## config.mk

```make
export PLATFORM = sky130hd
export DESIGN_NAME = stf_seq
export DESIGN_NICKNAME = d
export VERILOG_FILES = /design/src/hdl/stf_pkg.sv /design/src/hdl/stf_seq.sv
export SDC_FILE = /design/constraint.sdc
export NUM_CORES = 1
export LEC_CHECK = 0
export BUFFER_PORTS_ARGS = -buffer_cell sky130_fd_sc_hd__buf_2
export CORE_MARGIN = 5
export CORE_UTILIZATION = 55
export CTS_CLUSTER_DIAMETER = 30
export DETAILED_ROUTE_END_ITERATION = 7
export HOLD_SLACK_MARGIN = 0.02
export PLACE_DENSITY = 0.92
export SYNTH_ARGS = -nofsm -noshare
export SYNTH_HDL_FRONTEND = slang
export SYNTH_SLANG_ARGS = --single-unit
```

## constraint.sdc

```tcl
create_clock -name clk_i -period 5.1 [get_ports clk_i]
set_input_delay 0.765 -clock clk_i [delete_from_list [all_inputs] [get_ports clk_i]]
set_output_delay 0.765 -clock clk_i [all_outputs]
set_load 0.05 [all_outputs]
```

## src/hdl/stf_pkg.sv

```systemverilog
package stf_pkg;

  localparam int unsigned DEPTH = 1024;
  localparam int unsigned AW    = $clog2(DEPTH);
  localparam int unsigned CW    = AW + 1;
  localparam int unsigned WW    = 32;

  localparam logic [WW-1:0] SENTINEL = {1'b1, {(WW-1){1'b0}}};

  typedef enum logic [2:0] {
    KIND_PUSH   = 3'd0,
    KIND_APPEND = 3'd1,
    KIND_DELETE = 3'd2,
    KIND_GET    = 3'd3,
    KIND_SET    = 3'd4,
    KIND_FIND   = 3'd5
  } kind_e;

  typedef enum logic [2:0] {
    ST_OK        = 3'd0,
    ST_SENTINEL  = 3'd1,
    ST_BAD_SLOT  = 3'd2,
    ST_FULL      = 3'd3,
    ST_NOT_FOUND = 3'd4
  } status_e;

  typedef struct packed {
    logic          we;
    logic          re;
    logic [AW-1:0] addr;
    logic [WW-1:0] wdata;
  } slot_req_t;

  typedef struct packed {
    logic          we;
    logic          re;
    logic [AW-1:0] addr;
    logic [AW-1:0] wdata;
  } stack_req_t;

endpackage

```

## src/hdl/stf_seq.sv

```systemverilog
module stf_seq (
  input  logic                          clk_i,
  input  logic                          rst_ni,
  input  logic                          in_valid_i,
  output logic                          in_ready_o,
  input  logic [2:0]                    in_kind_i,
  input  logic [stf_pkg::AW-1:0]        in_slot_i,
  input  logic [stf_pkg::WW-1:0]        in_word_i,
  output logic                          out_valid_o,
  input  logic                          out_ready_i,
  output logic [2:0]                    out_status_o,
  output logic [stf_pkg::AW-1:0]        out_slot_o,
  output logic [stf_pkg::WW-1:0]        out_word_o,
  output logic [stf_pkg::CW-1:0]        out_fill_o,
  output logic [stf_pkg::CW-1:0]        out_live_o,
  output stf_pkg::slot_req_t            slot_req_o,
  input  logic [stf_pkg::WW-1:0]        slot_rdata_i,
  output stf_pkg::stack_req_t           stk_req_o,
  input  logic [stf_pkg::AW-1:0]        stk_rdata_i
);

  localparam logic [1:0] S_IDLE  = 2'd0;
  localparam logic [1:0] S_CHECK = 2'd1;
  localparam logic [1:0] S_POP   = 2'd2;
  localparam logic [1:0] S_FIND  = 2'd3;

  localparam logic [stf_pkg::CW-1:0] FULL_LVL = stf_pkg::CW'(stf_pkg::DEPTH);

  logic [1:0]               state_q, state_d;
  logic [2:0]               kind_q, kind_d;
  logic [stf_pkg::AW-1:0]   slot_q, slot_d;
  logic [stf_pkg::WW-1:0]   word_q, word_d;
  logic [stf_pkg::CW-1:0]   fill_q, fill_d;
  logic [stf_pkg::CW-1:0]   live_q, live_d;
  logic [stf_pkg::CW-1:0]   fdep_q, fdep_d;
  logic [stf_pkg::CW-1:0]   cnt_q, cnt_d;
  logic                     pend_q, pend_d;
  logic [stf_pkg::AW-1:0]   pidx_q, pidx_d;
  logic                     ovld_q, ovld_d;
  logic [2:0]               ost_q, ost_d;
  logic [stf_pkg::AW-1:0]   oslot_q, oslot_d;
  logic [stf_pkg::WW-1:0]   oword_q, oword_d;
  logic [stf_pkg::CW-1:0]   ofill_q, ofill_d;
  logic [stf_pkg::CW-1:0]   olive_q, olive_d;

  logic                     accept;
  logic                     fin;
  logic [stf_pkg::WW-1:0]   key;
  logic                     hit;

  assign in_ready_o = (state_q == S_IDLE) && (!ovld_q || out_ready_i);
  assign accept     = in_valid_i && in_ready_o;

  // shared comparator: vacancy test against the sentinel, or the search key
  assign key = (state_q == S_FIND) ? word_q : stf_pkg::SENTINEL;
  assign hit = (slot_rdata_i == key);

  always_comb begin
    state_d    = state_q;
    kind_d     = kind_q;
    slot_d     = slot_q;
    word_d     = word_q;
    fill_d     = fill_q;
    live_d     = live_q;
    fdep_d     = fdep_q;
    cnt_d      = cnt_q;
    pend_d     = 1'b0;
    pidx_d     = pidx_q;
    ovld_d     = ovld_q && !out_ready_i;
    ost_d      = ost_q;
    oslot_d    = oslot_q;
    oword_d    = oword_q;
    fin        = 1'b0;
    slot_req_o = '0;
    stk_req_o  = '0;

    unique case (state_q)
      S_IDLE: begin
        if (accept) begin
          kind_d  = in_kind_i;
          slot_d  = in_slot_i;
          word_d  = in_word_i;
          ost_d   = stf_pkg::ST_OK;
          oslot_d = '0;
          oword_d = '0;
          case (in_kind_i) inside
            stf_pkg::KIND_PUSH, stf_pkg::KIND_APPEND: begin
              if (in_word_i == stf_pkg::SENTINEL) begin
                fin   = 1'b1;
                ost_d = stf_pkg::ST_SENTINEL;
              end else if (in_kind_i == stf_pkg::KIND_PUSH && fdep_q != '0) begin
                // reuse the most recently freed slot
                stk_req_o.re   = 1'b1;
                stk_req_o.addr = stf_pkg::AW'(fdep_q - 1'b1);
                state_d        = S_POP;
              end else if (fill_q >= FULL_LVL) begin
                fin   = 1'b1;
                ost_d = stf_pkg::ST_FULL;
              end else begin
                slot_req_o.we    = 1'b1;
                slot_req_o.addr  = fill_q[stf_pkg::AW-1:0];
                slot_req_o.wdata = in_word_i;
                oslot_d          = fill_q[stf_pkg::AW-1:0];
                fill_d           = fill_q + 1'b1;
                live_d           = live_q + 1'b1;
                fin              = 1'b1;
              end
            end
            stf_pkg::KIND_DELETE, stf_pkg::KIND_GET, stf_pkg::KIND_SET: begin
              if (in_kind_i == stf_pkg::KIND_SET && in_word_i == stf_pkg::SENTINEL) begin
                fin   = 1'b1;
                ost_d = stf_pkg::ST_SENTINEL;
              end else if (stf_pkg::CW'(in_slot_i) >= fill_q) begin
                fin   = 1'b1;
                ost_d = stf_pkg::ST_BAD_SLOT;
              end else begin
                slot_req_o.re   = 1'b1;
                slot_req_o.addr = in_slot_i;
                state_d         = S_CHECK;
              end
            end
            stf_pkg::KIND_FIND: begin
              cnt_d   = '0;
              state_d = S_FIND;
            end
            default: begin
              fin = 1'b1;
            end
          endcase
        end
      end

      S_CHECK: begin
        fin     = 1'b1;
        state_d = S_IDLE;
        case (kind_q)
          stf_pkg::KIND_GET: begin
            oword_d = slot_rdata_i;
          end
          stf_pkg::KIND_SET: begin
            if (hit) begin
              ost_d = stf_pkg::ST_BAD_SLOT;
            end else begin
              slot_req_o.we    = 1'b1;
              slot_req_o.addr  = slot_q;
              slot_req_o.wdata = word_q;
            end
          end
          default: begin
            if (hit || fdep_q >= FULL_LVL) begin
              ost_d = stf_pkg::ST_BAD_SLOT;
            end else begin
              stk_req_o.we     = 1'b1;
              stk_req_o.addr   = fdep_q[stf_pkg::AW-1:0];
              stk_req_o.wdata  = slot_q;
              fdep_d           = fdep_q + 1'b1;
              slot_req_o.we    = 1'b1;
              slot_req_o.addr  = slot_q;
              slot_req_o.wdata = stf_pkg::SENTINEL;
              if (live_q != '0) begin
                live_d = live_q - 1'b1;
              end
            end
          end
        endcase
      end

      S_POP: begin
        slot_req_o.we    = 1'b1;
        slot_req_o.addr  = stk_rdata_i;
        slot_req_o.wdata = word_q;
        oslot_d          = stk_rdata_i;
        fdep_d           = fdep_q - 1'b1;
        live_d           = live_q + 1'b1;
        fin              = 1'b1;
        state_d          = S_IDLE;
      end

      S_FIND: begin
        // one read issued per cycle; each read is compared in the cycle after it
        if (pend_q && hit) begin
          oslot_d = pidx_q;
          fin     = 1'b1;
          state_d = S_IDLE;
        end else if (cnt_q < fill_q) begin
          slot_req_o.re   = 1'b1;
          slot_req_o.addr = cnt_q[stf_pkg::AW-1:0];
          pend_d          = 1'b1;
          pidx_d          = cnt_q[stf_pkg::AW-1:0];
          cnt_d           = cnt_q + 1'b1;
        end else begin
          ost_d   = stf_pkg::ST_NOT_FOUND;
          fin     = 1'b1;
          state_d = S_IDLE;
        end
      end

      default: begin
        state_d = S_IDLE;
      end
    endcase

    if (fin) begin
      ovld_d = 1'b1;
    end
    ofill_d = fin ? fill_d : ofill_q;
    olive_d = fin ? live_d : olive_q;
  end

  always_ff @(posedge clk_i or negedge rst_ni) begin
    if (!rst_ni) begin
      state_q <= S_IDLE;
      fill_q  <= '0;
      live_q  <= '0;
      fdep_q  <= '0;
      cnt_q   <= '0;
      pend_q  <= 1'b0;
      ovld_q  <= 1'b0;
    end else begin
      state_q <= state_d;
      fill_q  <= fill_d;
      live_q  <= live_d;
      fdep_q  <= fdep_d;
      cnt_q   <= cnt_d;
      pend_q  <= pend_d;
      ovld_q  <= ovld_d;
    end
  end

  always_ff @(posedge clk_i) begin
    kind_q  <= kind_d;
    slot_q  <= slot_d;
    word_q  <= word_d;
    pidx_q  <= pidx_d;
    ost_q   <= ost_d;
    oslot_q <= oslot_d;
    oword_q <= oword_d;
    ofill_q <= ofill_d;
    olive_q <= olive_d;
  end

  assign out_valid_o  = ovld_q;
  assign out_status_o = ost_q;
  assign out_slot_o   = oslot_q;
  assign out_word_o   = oword_q;
  assign out_fill_o   = ofill_q;
  assign out_live_o   = olive_q;

  a_out_free_while_busy: assert property (@(posedge clk_i) disable iff (!rst_ni)
    (state_q != S_IDLE) |-> !ovld_q)
    else $error("result word pending while an operation is in flight");

  a_slot_balance: assert property (@(posedge clk_i) disable iff (!rst_ni)
    ({1'b0, live_q} + {1'b0, fdep_q}) == {1'b0, fill_q})
    else $error("live count plus freed slots differs from fill level");

  a_fill_bound: assert property (@(posedge clk_i) disable iff (!rst_ni)
    fill_q <= FULL_LVL)
    else $error("fill level beyond capacity");

  a_find_keeps_fill: assert property (@(posedge clk_i) disable iff (!rst_ni)
    (state_q == S_FIND) |=> (fill_q == $past(fill_q)))
    else $error("fill level moved during search");

  a_find_idx_range: assert property (@(posedge clk_i) disable iff (!rst_ni)
    (state_q == S_FIND && pend_q) |-> (stf_pkg::CW'(pidx_q) < fill_q))
    else $error("search read beyond fill level");

endmodule

```

Word-level counts from Yosys, hierarchy flattened --
Index checks and enable logic that the tools add are counted.
Cells by class: reduce and logical (&&, ||, !) cells 31, muxes and demuxes 114, add/sub/neg operators 6, order comparisons 4, bitwise gates (word level) 1, eq/ne operators 32
Operators by type and width (number):
- $mux W11 | 30
- $mux W42 | 5
- $mux W32 | 4
- $pmux W32 S3 | 1
- $mux W10 | 9
- $pmux W42 S2 | 1
- $pmux W32 S2 | 1
- $add A11 B1 Y11 const B | 4
- $mux W44 | 1
- $pmux W11 S2 | 2
- $mux W20 | 2
- $pmux W10 S4 | 1
- $mux W2 | 17
- $pmux W11 S3 | 1
- $eq A32 B32 Y1 | 1
- $eq A32 B32 Y1 const B | 1
- $pmux W10 S3 | 1
- $mux W1 | 25
- $ge A11 B11 Y1 const B | 2
- $reduce_bool A11 Y1 | 2
- $sub A11 B1 Y11 const B | 2
- $reduce_and A7 Y1 | 3
- $pmux W10 S2 | 1
- $ne A2 B2 Y1 const B | 8
- other kinds (30) | 63
Storage, ports and cells: input port bits 91, register bits 170, output and inout port bits 135

Longest topological paths before layout --
word-level depth 8, gate-level depth with buffers 12, mapped depth without buffers 11

Worst setup path before layout --
OpenSTA, ideal clock, no wires.
path type input port to output port, start point in out_ready_i, end point out stk_req_o[16] (netlist bit), data required time 4.335 ns, setup slack -0.384 ns, arrival time 4.719 ns, cell stages on the path 9, cells stage by stage nand2b_1 and2_1 nand2_1 clkinv_1 nand2_1 or4_1 buf_2 buf_4 o41ai_1
RTL lines:
- from (decl) | line stf_seq.sv:10 | input logic out_ready_i,
- to (decl) | line stf_seq.sv:18 | output stf_pkg::stack_req_t stk_req_o,

==> results.cfg <==
[sta]
layout_setup_ws_ns = 0.242
slew_viol_final = 0
fmax_ghz = 0.206
slew_headroom = 0.121
skew_ns = 0.0108
finalCritPeriodShare = 0.952
tns_ns = 0
final-hold-violation-count = 0
rsz0062_at_grt = false
worst_pin_slew_ns = 1.32
setup_viol = 0
fin_crit_ns = 4.86

[setup_path]
cp-start-kind = flip-flop
end_kind = output port
cp.required_ns = 4.34
cp_num_cells = 10
crit_path_end = slot_req_o[19]
reg2reg_from = state_q[1]$_DFFE_PN0P_
r2r_end = out_live_o[6]$_DFFE_PP_
path_cells = ha_2 -> buf_4 -> o21ai_0 -> nand2_1 -> a32o_1 -> or4_1 -> nor2_2 -> o22ai_2 -> a22o_1 -> buf_2
r2r_slack_ns = 1.36
path_class = flip-flop to output port
reg2reg_depth = 9
crit_fanout = 40
crit_buf_inv = 2
crit_path_start = state_q[1]$_DFFE_PN0P_
cpPeakStageDelay_ns = 0.99
critPathSlowestCell = o22ai_2
arrival_ns = 4.09
critical-path-top-delay-family = compound AO/OA/AOI/OAI gates

[grt]
grt.total_usage = 0.292
grt-ovfl-total = 0
grt_pass1_vias = 8650
grt_pass1_wl_um = 46500
antenna_found_initial = 1
grt_max_degree = 49

[yosys]
ys_ff_latch = 170
avgSynthCellArea_um2 = 10.4
synth_nets = 1057
synth-simple-area-share = 0.191
synth-xor-area-share = 0.0307
synth_compound_area_frac = 0.188
synth_top_family_by_area = simple AND/OR/NAND/NOR gates
async_flop_share = 0.282
yosysWarnings = 0
ys_seq_area_frac = 0.501
synthCells = 933
synth_edf_count = 122
ys.flop_type = edfxtp_1
ys_types = 82
synth.area.mux_share = 0.00580
synth_adder_area_share = 0.0425
syn-cell-area_um2 = 9710

[drt]
first_pass_iters = 6
final_antenna_net_count = 0
vias = 9028
routedWlPerCell_um = 21.8
via_per_inst = 6.54
drt_iter0_drc = 1224
drc = 0
totalWireLength_um = 30200

[die]
die_x_um = 143
fp-row-count = 48
die_h_um = 143
pin_count = 226
design.core.area_um2 = 17300
dieArea_um2 = 20400
initial_core_util = 0.561

[pwr]
power.internal_mw = 3.57
ir_drop_mv = 0.381
totalPowerFinal_mw = 7.12
power_switching_mw = 3.55
power_frac_comb = 0.477
leakagePower_nw = 4.83
pwr-share-clk = 0.181
pwr-share-seq = 0.343
switching_share = 0.498
power_density_nw_per_um2 = 612

[place]
place_inst = 1348
gp_congestion = 0.998
dp_slack_ns = 0.732
place.port_buffers = 225
placedInstanceArea_um2 = 11100
dp.final_hpwl_um = 21900

[clock_network]
postCtsSetupRepairBufs = 0
root_buffer = clkbuf_16
ctsResizeCount = 0
cts_tree = done
cts_hold_buffers = 0
clock-sinks = 170
clk_latency_ns = 0.44
cts_max_level = 4
cts_max_path_buffers = 2
clkTransAtPathRegs_ns = 0.07
cts_made_buffers = 17

[finish]
area_delta_synth_final_pct = 20.0
nets = 1266
design_area_um2 = 11600
stdcell_count = 1380
nFillCells = 1276
layout_common_cells = buf_2 (225), edfxtp_1 (122), nor2_1 (81), nand2_1 (59), dfrtp_1 (48)
drive_gt1_frac = 0.263
final_common_cell = buf_2
diodes = 0

[status]
outcome = complete, no violations

[flow_run]
maxCapViolCount = 0

[hold_path]
min_path_type = input port to asynchronous set/reset pin
-- per-stage QoR --
step | hold WS, ns | util
after floorplan | 0.469 | -
after global placement | 0.534 | 0.639
after detailed placement | 0.522 | 0.639
after CTS | 0.467 | 0.673
after global routing | 0.498 | 0.673
final | 0.433 | 0.673
-- power by group through the flow --
stage	clock network (mW)	registers (mW)	logic (mW)
final	1.29	2.44	3.39
after global routing	1.36	2.49	3.56
after CTS	1.29	2.43	3.37
after detailed placement	0	2.45	3.36
after global placement	0	2.43	3.30
after floorplan	0	3.27	1.64
-- cell families after synthesis --
group	count (synthesis)
simple gates	342
compound gates	251
buf+inv	98
mux	5
xor+xnor	34
flops	170
fa+ha+maj	33
-- final cells by class --
class / count / area [µm²] / share of cell area
flip-flops and latches: 170 / 4860 / 0.418
inverters: 47 / 176 / 0.0151
clock buffers: 17 / 425 / 0.0365
clock inverters: 15 / 160 / 0.0138
well taps: 225 / 282 / 0.0242
multi-input cells: 665 / 4490 / 0.386
repair buffers: 241 / 1250 / 0.107
-- sequential cells by signal (all words and copies together), names as in the netlist --
| signal | count |
|---|---|
| cnt_q | 11 |
| live_q | 11 |
| pidx_q | 10 |
| fill_q | 11 |
| out_status_o | 3 |
| word_q | 32 |
| out_live_o | 11 |
| out_fill_o | 11 |
| kind_q | 3 |
| out_word_o | 32 |
| slot_q | 10 |
| pend_q | 1 |
| out_valid_o | 1 |
| state_q | 2 |
| out_slot_o | 10 |
| fdep_q | 11 |
-- layer usage --
layer,GRT usage,wire (µm),up-vias
met2,0.459,14000,616
met3,0.0666,3430,142
li1,-,-,3986
met1,0.381,11200,4282
met4,0.149,1540,2
met5,0,7,-
-- synthesized netlist by cell type, types with 10 or more instances --
| cell | number | area share |
|---|---|---|
| dfrtp_1 | 48 | 0.12 |
| nor3_1 | 18 | 0.0093 |
| nor4_1 | 13 | 0.0084 |
| nand2_1 | 59 | 0.023 |
| inv_1 | 46 | 0.018 |
| clkbuf_1 | 34 | 0.013 |
| a222oi_1 | 12 | 0.012 |
| a21o_1 | 10 | 0.0077 |
| o21ai_0 | 50 | 0.026 |
| a21oi_1 | 43 | 0.022 |
| a22o_1 | 32 | 0.029 |
| edfxtp_1 | 122 | 0.38 |
| nand3_1 | 33 | 0.017 |
| o22ai_1 | 13 | 0.0084 |
| xnor2_1 | 23 | 0.021 |
| and2_1 | 43 | 0.028 |
| ha_1 | 33 | 0.043 |
| a221o_1 | 14 | 0.014 |
| nor2_1 | 81 | 0.031 |
| buf_2 | 10 | 0.0052 |
| nand4_1 | 19 | 0.012 |
| xor2_1 | 11 | 0.0099 |
| and3_1 | 13 | 0.0084 |
-- worst min-delay path by stage --
stage | from | to | depth (start not counted) | slack, ns
floorplan | rst_ni | cnt_q[0]$_DFFE_PN0P_ | 0 | 0.47
global placement | cnt_q[8]$_DFFE_PN0P_ | pidx_q[8]$_DFFE_PN_ | 0 | 0.53
detailed placement | cnt_q[8]$_DFFE_PN0P_ | pidx_q[8]$_DFFE_PN_ | 0 | 0.52
CTS | rst_ni | fill_q[7]$_DFF_PN0_ | 2 | 0.47
global route | rst_ni | fill_q[7]$_DFF_PN0_ | 2 | 0.50
finish | rst_ni | fill_q[7]$_DFF_PN0_ | 2 | 0.43
(Power assumes the default switching activity.)
